**config.mk**
```make
export PLATFORM = sky130hd
export DESIGN_NAME = base64_encoder_line_wrapped_flat
export DESIGN_NICKNAME = d
export VERILOG_FILES = /design/src/sv/b64e_pkg.sv /design/src/sv/b64e_intf.sv /design/src/sv/b64e_front.sv /design/src/sv/b64e_fifo.sv /design/src/sv/b64e_back.sv /design/src/sv/base64_encoder_line_wrapped.sv /design/src/flat_wrapper.sv
export SDC_FILE = /design/constraint.sdc
export NUM_CORES = 1
export LEC_CHECK = 0
export BUFFER_PORTS_ARGS = -buffer_cell sky130_fd_sc_hd__buf_4
export CORE_MARGIN = 4
export CORE_UTILIZATION = 55
export CTS_BUF_LIST = sky130_fd_sc_hd__clkbuf_2
export DETAILED_ROUTE_END_ITERATION = 8
export HOLD_SLACK_MARGIN = 0.1
export PLACE_DENSITY = 0.81
export SYNTH_ARGS = -nofsm -noshare
export SYNTH_HDL_FRONTEND = slang
export SYNTH_SLANG_ARGS = --single-unit
```
**constraint.sdc**
```tcl
create_clock -name i_clk -period 3.3 [get_ports i_clk]
set_input_delay 0.165 -clock i_clk [delete_from_list [all_inputs] [get_ports i_clk]]
set_output_delay 0.165 -clock i_clk [all_outputs]
set_load 0.005 [all_outputs]
```
**src/sv/b64e_pkg.sv**
```systemverilog
// Shared types, constants and the base64 alphabet function for the line-wrapped encoder.
package b64e_pkg;

    // Input item modes.
    localparam logic MODE_DATA  = 1'b0;
    localparam logic MODE_FLUSH = 1'b1;

    // Configuration register indexes.
    localparam logic [0:0] CFG_QUADS_PER_LINE = 1'b0;
    localparam logic [0:0] CFG_LINE_END_CHAR  = 1'b1;

    // Reset values of the configuration registers.
    localparam logic [5:0] C_RST_QUADS_PER_LINE = 6'd19;
    localparam logic [7:0] C_RST_LINE_END_CHAR  = 8'd13;

    // Fixed characters.
    localparam logic [7:0] C_PAD_CHAR   = 8'h3D;
    localparam logic [7:0] C_CHAR_PLUS  = 8'h2B;
    localparam logic [7:0] C_CHAR_SLASH = 8'h2F;

    // Bytes already taken of the current three-byte group.
    typedef enum logic [1:0] {
        PH_ZERO = 2'd0,
        PH_ONE  = 2'd1,
        PH_TWO  = 2'd2
    } t_phase;

    // Characters produced by one input item, emitted from index 0 upward.
    typedef struct packed {
        logic [3:0][7:0] chars;
        logic [2:0]      count;
    } t_job;

    // Map a six-bit value onto the standard base64 alphabet.
    function automatic logic [7:0] f_sextet(input logic [5:0] v);
        logic [7:0] w;
        w = {2'b00, v};
        if (v < 6'd26) begin
            return w + 8'h41;
        end else if (v < 6'd52) begin
            return w + 8'h47;
        end else if (v < 6'd62) begin
            return w - 8'd4;
        end else if (v == 6'd62) begin
            return C_CHAR_PLUS;
        end else begin
            return C_CHAR_SLASH;
        end
    endfunction

endpackage

```
**src/sv/b64e_intf.sv**
```systemverilog
// Valid/ready channel interfaces for message bytes in and characters out.
interface b64e_in_if;
    logic       valid;
    logic       ready;
    logic       mode;
    logic [7:0] data_byte;

    modport source (output valid, output mode, output data_byte, input ready);
    modport sink   (input valid, input mode, input data_byte, output ready);
endinterface

interface b64e_out_if;
    logic       valid;
    logic       ready;
    logic [7:0] out_char;
    logic       last_of_run;

    modport source (output valid, output out_char, output last_of_run, input ready);
    modport sink   (input valid, input out_char, input last_of_run, output ready);
endinterface

```
**src/sv/b64e_front.sv**
```systemverilog
// Front end: takes message items, tracks group and line state, builds character jobs.
module b64e_front import b64e_pkg::*; (
    input  logic       i_clk,
    input  logic       i_rst_n,
    input  logic [5:0] i_quads_per_line,
    input  logic [7:0] i_line_end_char,
    input  logic       i_in_valid,
    output logic       o_in_ready,
    input  logic       i_mode,
    input  logic [7:0] i_data_byte,
    output logic       o_job_valid,
    output t_job       o_job,
    input  logic       i_job_ready
);

    t_phase     r_phase, n_phase;
    logic [3:0] r_carry, n_carry;
    logic [5:0] r_groups, n_groups;
    logic [5:0] w_groups_inc;
    logic       w_accept;
    t_job       w_job;

    // An item is taken whenever the queue has room for its job.
    assign o_in_ready   = i_job_ready;
    assign w_accept     = i_in_valid && i_job_ready;
    assign w_groups_inc = r_groups + 6'd1;

    // Next group phase.
    always_comb begin
        if (i_mode == MODE_FLUSH) begin
            n_phase = PH_ZERO;
        end else begin
            unique case (r_phase)
                PH_ONE:  n_phase = PH_TWO;
                PH_TWO:  n_phase = PH_ZERO;
                default: n_phase = PH_ONE;
            endcase
        end
    end

    // Characters of this item, plus the carried bits and line count it leaves.
    always_comb begin
        w_job    = '0;
        n_carry  = r_carry;
        n_groups = r_groups;
        if (i_mode == MODE_DATA) begin
            unique case (r_phase)
                PH_ONE: begin
                    w_job.chars[0] = f_sextet({r_carry[1:0], i_data_byte[7:4]});
                    w_job.count    = 3'd1;
                    n_carry        = i_data_byte[3:0];
                end
                PH_TWO: begin
                    w_job.chars[0] = f_sextet({r_carry, i_data_byte[7:6]});
                    w_job.chars[1] = f_sextet(i_data_byte[5:0]);
                    n_carry        = 4'd0;
                    if (w_groups_inc == i_quads_per_line) begin
                        w_job.chars[2] = i_line_end_char;
                        w_job.count    = 3'd3;
                        n_groups       = 6'd0;
                    end else begin
                        w_job.count    = 3'd2;
                        n_groups       = w_groups_inc;
                    end
                end
                default: begin
                    w_job.chars[0] = f_sextet(i_data_byte[7:2]);
                    w_job.count    = 3'd1;
                    n_carry        = {2'b00, i_data_byte[1:0]};
                end
            endcase
        end else begin
            unique case (r_phase)
                PH_ONE: begin
                    w_job.chars[0] = f_sextet({r_carry[1:0], 4'b0000});
                    w_job.chars[1] = C_PAD_CHAR;
                    w_job.chars[2] = C_PAD_CHAR;
                    w_job.chars[3] = i_line_end_char;
                    w_job.count    = 3'd4;
                end
                PH_TWO: begin
                    w_job.chars[0] = f_sextet({r_carry, 2'b00});
                    w_job.chars[1] = C_PAD_CHAR;
                    w_job.chars[2] = i_line_end_char;
                    w_job.count    = 3'd3;
                end
                default: begin
                    // An open line still needs its terminator.
                    if (r_groups != 6'd0) begin
                        w_job.chars[0] = i_line_end_char;
                        w_job.count    = 3'd1;
                    end
                end
            endcase
            n_carry  = 4'd0;
            n_groups = 6'd0;
        end
    end

    // An item that gives no character pushes nothing.
    assign o_job_valid = i_in_valid && (w_job.count != 3'd0);
    assign o_job       = w_job;

    // Encoder state.
    always_ff @(posedge i_clk) begin
        if (!i_rst_n) begin
            r_phase  <= PH_ZERO;
            r_carry  <= 4'd0;
            r_groups <= 6'd0;
        end else if (w_accept) begin
            r_phase  <= n_phase;
            r_carry  <= n_carry;
            r_groups <= n_groups;
        end
    end

    // A flush always leaves the encoder at the start of a fresh message.
    a_flush_clears: assert property (@(posedge i_clk) disable iff (!i_rst_n)
        (w_accept && i_mode == MODE_FLUSH) |=>
            (r_phase == PH_ZERO && r_carry == 4'd0 && r_groups == 6'd0))
        else $error("flush did not return the encoder to its start state");

endmodule

```
**src/sv/b64e_fifo.sv**
```systemverilog
// Short job queue between the front end and the character sequencer.
module b64e_fifo import b64e_pkg::*; #(
    parameter int DEPTH = 2
) (
    input  logic i_clk,
    input  logic i_rst_n,
    input  logic i_in_valid,
    output logic o_in_ready,
    input  t_job i_in_job,
    output logic o_out_valid,
    input  logic i_out_ready,
    output t_job o_out_job
);

    localparam int AW = (DEPTH > 1) ? $clog2(DEPTH) : 1;
    localparam int CW = $clog2(DEPTH + 1);

    t_job          r_mem [DEPTH];
    logic [AW-1:0] r_wr_ptr, r_rd_ptr;
    logic [CW-1:0] r_count;
    logic          w_push, w_pop;

    assign o_in_ready  = (r_count != CW'(DEPTH));
    assign o_out_valid = (r_count != CW'(0));
    assign o_out_job   = r_mem[r_rd_ptr];
    assign w_push      = i_in_valid && o_in_ready;
    assign w_pop       = o_out_valid && i_out_ready;

    // Storage.
    always_ff @(posedge i_clk) begin
        if (w_push) begin
            r_mem[r_wr_ptr] <= i_in_job;
        end
    end

    // Pointers and fill count.
    always_ff @(posedge i_clk) begin
        if (!i_rst_n) begin
            r_wr_ptr <= '0;
            r_rd_ptr <= '0;
            r_count  <= '0;
        end else begin
            if (w_push) begin
                r_wr_ptr <= (r_wr_ptr == AW'(DEPTH - 1)) ? '0 : r_wr_ptr + AW'(1);
            end
            if (w_pop) begin
                r_rd_ptr <= (r_rd_ptr == AW'(DEPTH - 1)) ? '0 : r_rd_ptr + AW'(1);
            end
            if (w_push && !w_pop) begin
                r_count <= r_count + CW'(1);
            end else if (w_pop && !w_push) begin
                r_count <= r_count - CW'(1);
            end
        end
    end

    // The fill count tracks transfers on both sides.
    a_count_up: assert property (@(posedge i_clk) disable iff (!i_rst_n)
        (w_push && !w_pop) |=> (r_count == $past(r_count) + CW'(1)))
        else $error("queue count did not grow on a lone push");

    a_count_down: assert property (@(posedge i_clk) disable iff (!i_rst_n)
        (w_pop && !w_push) |=> (r_count == $past(r_count) - CW'(1)))
        else $error("queue count did not shrink on a lone pop");

endmodule

```
**src/sv/b64e_back.sv**
```systemverilog
// Back end: walks each job one character per cycle, while the output is free, into a registered output.
module b64e_back import b64e_pkg::*; (
    input  logic       i_clk,
    input  logic       i_rst_n,
    input  logic       i_job_valid,
    output logic       o_job_ready,
    input  t_job       i_job,
    output logic       o_out_valid,
    input  logic       i_out_ready,
    output logic [7:0] o_out_char,
    output logic       o_last_of_run
);

    t_job       r_job, n_job;
    logic       r_busy, n_busy;
    logic [1:0] r_idx, n_idx;
    logic       r_out_valid, n_out_valid;
    logic [7:0] r_out_char, n_out_char;
    logic       r_out_last, n_out_last;
    logic       w_out_free;
    logic       w_last_char;
    logic       w_send;

    assign w_out_free  = !r_out_valid || i_out_ready;
    assign w_last_char = ({1'b0, r_idx} == (r_job.count - 3'd1));
    assign w_send      = w_out_free && r_busy;
    assign o_job_ready = !r_busy || (w_send && w_last_char);

    // Next job, position and output register contents.
    always_comb begin
        n_job       = r_job;
        n_busy      = r_busy;
        n_idx       = r_idx;
        n_out_valid = r_out_valid;
        n_out_char  = r_out_char;
        n_out_last  = r_out_last;
        if (w_out_free) begin
            n_out_valid = r_busy;
        end
        if (w_send) begin
            n_out_char = r_job.chars[r_idx];
            n_out_last = w_last_char;
            n_idx      = r_idx + 2'd1;
            if (w_last_char) begin
                n_busy = 1'b0;
            end
        end
        if (i_job_valid && o_job_ready) begin
            n_job  = i_job;
            n_busy = 1'b1;
            n_idx  = 2'd0;
        end
    end

    // Control state is reset; the job and character registers are not.
    always_ff @(posedge i_clk) begin
        if (!i_rst_n) begin
            r_busy      <= 1'b0;
            r_idx       <= 2'd0;
            r_out_valid <= 1'b0;
        end else begin
            r_busy      <= n_busy;
            r_idx       <= n_idx;
            r_out_valid <= n_out_valid;
        end
    end

    always_ff @(posedge i_clk) begin
        r_job      <= n_job;
        r_out_char <= n_out_char;
        r_out_last <= n_out_last;
    end

    assign o_out_valid   = r_out_valid;
    assign o_out_char    = r_out_char;
    assign o_last_of_run = r_out_last;

    // A job in progress never points past its last character.
    a_idx_in_job: assert property (@(posedge i_clk) disable iff (!i_rst_n)
        r_busy |-> (r_job.count != 3'd0 && {1'b0, r_idx} < r_job.count))
        else $error("sequencer index outside the current job");

    // Finishing a job with no new one waiting leaves the sequencer idle.
    a_idle_after_last: assert property (@(posedge i_clk) disable iff (!i_rst_n)
        (w_send && w_last_char && !i_job_valid) |=> !r_busy)
        else $error("sequencer stayed busy after its last character");

endmodule

```
**src/sv/base64_encoder_line_wrapped.sv**
```systemverilog
// Top level of the streaming base64 encoder with line wrapping.
//
// Input channel i_in carries one item per transfer: mode 0 is a message byte,
// mode 1 ends the message and flushes a partial group with '=' padding plus a
// final line end when the line holds characters. Output channel o_out carries
// one character per transfer; last_of_run marks the last character caused by
// an input item. An item that causes no character gives no transfer.
// Configuration is written through i_cfg_wr_en, i_cfg_index and i_cfg_wdata:
// index 0 sets the groups per line, index 1 the line end byte.
// The front end classifies each item in the cycle it is taken and pushes a job
// of one to four characters into a short queue. The back end emits one
// character per cycle while the receiver takes them; a job passes from the
// queue into the job register and then, character by character, into the
// output register. A new input item can be taken every cycle while the queue
// has room; throughput is set by the output register, with no gap between
// jobs: four characters per three data bytes plus one per line end.
// Reset restores the register defaults (19 groups, carriage return) and starts
// a fresh message. When the receiver stalls, the output register holds its
// character, the queue fills, and then input ready drops.
module base64_encoder_line_wrapped import b64e_pkg::*; #(
    parameter int P_QUEUE_DEPTH = 2
) (
    input  logic        i_clk,
    input  logic        i_rst_n,
    input  logic        i_cfg_wr_en,
    input  logic [0:0]  i_cfg_index,
    input  logic [7:0]  i_cfg_wdata,
    b64e_in_if.sink     i_in,
    b64e_out_if.source  o_out
);

    logic [5:0] r_quads_per_line;
    logic [7:0] r_line_end_char;
    logic       w_front_valid;
    logic       w_front_ready;
    t_job       w_front_job;
    logic       w_back_valid;
    logic       w_back_ready;
    t_job       w_back_job;

    // Configuration registers.
    always_ff @(posedge i_clk) begin
        if (!i_rst_n) begin
            r_quads_per_line <= C_RST_QUADS_PER_LINE;
            r_line_end_char  <= C_RST_LINE_END_CHAR;
        end else if (i_cfg_wr_en) begin
            unique case (i_cfg_index)
                CFG_QUADS_PER_LINE: r_quads_per_line <= i_cfg_wdata[5:0];
                CFG_LINE_END_CHAR:  r_line_end_char  <= i_cfg_wdata;
            endcase
        end
    end

    // Item classification and encoder state.
    b64e_front u_front (
        .i_clk            (i_clk),
        .i_rst_n          (i_rst_n),
        .i_quads_per_line (r_quads_per_line),
        .i_line_end_char  (r_line_end_char),
        .i_in_valid       (i_in.valid),
        .o_in_ready       (i_in.ready),
        .i_mode           (i_in.mode),
        .i_data_byte      (i_in.data_byte),
        .o_job_valid      (w_front_valid),
        .o_job            (w_front_job),
        .i_job_ready      (w_front_ready)
    );

    // Job queue.
    b64e_fifo #(
        .DEPTH (P_QUEUE_DEPTH)
    ) u_fifo (
        .i_clk       (i_clk),
        .i_rst_n     (i_rst_n),
        .i_in_valid  (w_front_valid),
        .o_in_ready  (w_front_ready),
        .i_in_job    (w_front_job),
        .o_out_valid (w_back_valid),
        .i_out_ready (w_back_ready),
        .o_out_job   (w_back_job)
    );

    // Character sequencer and output register.
    b64e_back u_back (
        .i_clk         (i_clk),
        .i_rst_n       (i_rst_n),
        .i_job_valid   (w_back_valid),
        .o_job_ready   (w_back_ready),
        .i_job         (w_back_job),
        .o_out_valid   (o_out.valid),
        .i_out_ready   (o_out.ready),
        .o_out_char    (o_out.out_char),
        .o_last_of_run (o_out.last_of_run)
    );

endmodule

```
**src/flat_wrapper.sv**
```systemverilog
// flat-port wrapper written by rule: the top's interface ports become plain ports
module base64_encoder_line_wrapped_flat import b64e_pkg::*;
#(
    parameter int P_QUEUE_DEPTH = 2
)
  (i_clk, i_rst_n, i_cfg_wr_en, i_cfg_index, i_cfg_wdata, i_in_valid, i_in_mode, i_in_data_byte, i_in_ready, o_out_valid, o_out_out_char, o_out_last_of_run, o_out_ready);
  b64e_in_if i_in_i ();
  b64e_out_if o_out_i ();
  input  logic i_clk;
  input  logic i_rst_n;
  input  logic i_cfg_wr_en;
  input  logic [0:0] i_cfg_index;
  input  logic [7:0] i_cfg_wdata;
  input wire logic [$bits(i_in_i.valid)-1:0] i_in_valid;
  input wire logic [$bits(i_in_i.mode)-1:0] i_in_mode;
  input wire logic [$bits(i_in_i.data_byte)-1:0] i_in_data_byte;
  output wire logic [$bits(i_in_i.ready)-1:0] i_in_ready;
  output wire logic [$bits(o_out_i.valid)-1:0] o_out_valid;
  output wire logic [$bits(o_out_i.out_char)-1:0] o_out_out_char;
  output wire logic [$bits(o_out_i.last_of_run)-1:0] o_out_last_of_run;
  input wire logic [$bits(o_out_i.ready)-1:0] o_out_ready;
  assign i_in_i.valid = i_in_valid;
  assign i_in_i.mode = i_in_mode;
  assign i_in_i.data_byte = i_in_data_byte;
  assign i_in_ready = i_in_i.ready;
  assign o_out_valid = o_out_i.valid;
  assign o_out_out_char = o_out_i.out_char;
  assign o_out_last_of_run = o_out_i.last_of_run;
  assign o_out_i.ready = o_out_ready;
  base64_encoder_line_wrapped #(.P_QUEUE_DEPTH(P_QUEUE_DEPTH)) u_core (.i_clk(i_clk), .i_rst_n(i_rst_n), .i_cfg_wr_en(i_cfg_wr_en), .i_cfg_index(i_cfg_index), .i_cfg_wdata(i_cfg_wdata), .i_in(i_in_i), .o_out(o_out_i));
endmodule
```
==> out/qor.csv <==
metric,value,unit
"FFs w/ async S/R, synth",0,%
final setup TNS,0,ps
CTS Buffer Depth,2,
Post-synth EDFFs,114,
GR Util met3,4.77,%
Buffers on Ports,33,
worst vdd ir,0.000285,V
Die Ht,128,um
Detailed Place HPWL,12.4,mm
max-cap check violation count,0,
total grt overflow,0,
sequential area share after synthesis,52.2,%
"count leader, synth",edfxtp_1,
1st-iter DRT viols,734,
total CTS buffers,17,
row count,43,
met1 usage,30.6,%
Int Pwr,3540,uW
post-route ant nets,0,
CTS tree,done,
via count,5887,
max_slew headroom,33.7,%
Yosys warning count,0,
largest net degree at the start of global routing,37,
flop and latch count out of synthesis,148,
Die ar.,16300,um2
DR vias/cell,6.13,
fmax,0.344,GHz
post-synth top area share,43.6,%
Setup CP Type,reg2reg,
Syn Nets,756,
"Top FF cell, synth",edfxtp_1,
post-synthesis cell count,709,
GRT Max-Usage Layer,met2,
Worst Setup Start Kind,register,
switching pwr,1450,uW
# hold bufs at CTS,41,
H-tree Lvls,4,
most instantiated cells after synthesis,"edfxtp_1 (114), nand2_1 (86), mux2_2 (37), dfxtp_1 (34)",
initial antenna violation count,1,
CP max FO,17,
Clock Latency Late Sink,720,ps
part of the power in the clock network,23.3,%
"top cells by area, synth","edfxtp_1 (44%), dfxtp_1 (8.7%), mux2_2 (5.3%)",
Layout Nets,813,
Root Buffer,clkbuf_2,
Die Width,128,um
Comb power frac,24.6,%
Worst Setup End Kind,register,
Post-route DRC,0,
largest area contributor in the netlist,edfxtp_1,
# IOs,34,
RSZ-0062 raised after global routing,no,
Hold Fails Final Rpt,0,
final WL,18.7,mm
share of layout cells above drive strength 1,17.5,%
outcome,finished clean,
Total GRT Usage,23.8,%
Post-Syn Area per Cell,11.1,um2
power per cell area,559,nW/um2
first-pass GRT wire length,30.0,mm
Initial Util,56.4,%
filler cell count,1054,
clk_skew,34.5,ps
worst-margin pin slew,993,ps
"Clk pin slew, worst setup/hold paths",220,ps
Hold Path Class,in2reg,
setup bufs post-CTS,0,
drt wl/cell,19.4,um
Pre-Repair DR Iteration Count,8,
GRT met2 Usage,38.9,%
Leakage,0.00327,uW
Core ar.,13900,um2
final setup vio count,0,
Tcrit/Tclk final,88.1,%
Area Growth Syn to Fin,13.5,%
Unique masters post-synth,66,
synthesized cell area,7860,um2
DP Cell Count,886,
sequential share of power,52.1,%
GP Congestion,0.904,
WP data required,3960,ps
Clock Sinks,148,
WP data arrival,3570,ps
minimum clock period,2910,ps
post_cts resized,0,
Finished Layout Cells,960,
fin. max-slew vios,0,
vias in the first global route,5773,
Sw Share,29.1,%
## flip-flops by register name, summed over array words and instances, names as in the netlist
name	flops
u_core.u_fifo.r_count	2
u_core.u_front.r_groups	6
u_core.u_front.r_phase	2
u_core.u_back.o_out_char	8
u_core.u_back.o_last_of_run	1
u_core.r_quads_per_line	6
u_core.u_back.r_job	35
u_core.u_back.r_idx	2
u_core.u_fifo.r_wr_ptr	1
u_core.u_fifo.r_mem	70
u_core.u_back.o_out_valid	1
u_core.u_fifo.r_rd_ptr	1
u_core.r_line_end_char	8
u_core.u_back.r_busy	1
u_core.u_front.r_carry	4
## placed cells by master, fill, tap and decap left out, types with 18 or more instances in the layout
cell and n:
ha_1 24, a21oi_1 32, xnor2_1 19, edfxtp_1 114
inv_1 20, dfxtp_1 34, clkbuf_2 18, dlygate4sd3_1 41
buf_4 47, nand3_1 30, o21ai_0 32, mux2_2 37
nand2_1 86
## final cells by class
cell class | count | area (um2) | share of cell area [%]
antenna | 1 | 2.50 | 0.0281
clock buffer | 18 | 90.1 | 1.01
clock inverter | 14 | 200 | 2.24
inverter | 21 | 78.8 | 0.884
multi-input combinational | 490 | 3450 | 38.7
sequential | 148 | 4100 | 46.0
tap | 180 | 225 | 2.53
timing repair buffer | 88 | 763 | 8.56
## power by group through the flow
stage	Sequential, uW	Combinational [uW]	Clock (uW)
after floorplan	2600	837	0
after global placement	2620	1150	0
after detailed placement	2650	1180	0
after CTS	2600	1230	1180
after global routing	2630	1340	1280
final	2600	1230	1160
## worst max-delay path, stage by stage (launching register included)
cell and delay (ps):
dfxtp_1 380, inv_1 70, ha_1 370, buf_4 310, nor2b_1 250, nand3_1 110, dlygate4sd3_1 570, a21boi_0 210
dlygate4sd3_1 590
## routing by layer
metal | part of all wire, % | vias to the layer above | wire, um
li1 | - | 2758 | -
met1 | 42 | 2809 | 7750
met2 | 49 | 260 | 9070
met3 | 6.1 | 60 | 1140
met4 | 3.8 | 0 | 703
met5 | 0 | - | 0
## kinds of logic after synthesis
family / count (synthesis) / synth area share [%]
buffers and inverters: 71 / 3.81
AND/OR/NAND/NOR: 220 / 14.0
flip-flops: 148 / 52.2
multiplexers: 51 / 8.36
XOR/XNOR: 29 / 3.23
adder cells (fa/ha/maj): 24 / 3.82
AO/OA/AOI/OAI: 166 / 14.5
## worst paths after layout
path         depth (start not counted)                       from  slack [ps]                   endpoint
max                                  8  u_core.u_front.r_phase[1]         390  u_core.u_front.r_carry[2]
min                                  4          i_in_data_byte[6]         240  u_core.u_fifo.r_mem[0][7]
max reg2reg                          8  u_core.u_front.r_phase[1]         390  u_core.u_front.r_carry[2]
min reg2reg                          2  u_core.u_front.r_phase[0]         520  u_core.u_front.r_phase[0]
## stage by stage
stage	total power, uW	utilization [%]	area (um2)	worst slack, ps	hold WS (ps)
finish	4990	64.0	8920	392	243
global route	5250	64.0	8920	264	175
CTS	5010	64.0	8920	506	160
detailed placement	3830	59.0	8220	561	397
global placement	3770	59.0	8220	620	398
floorplan	3440	-	7860	480	289
Note: power is estimated with default switching activity, not from simulation.
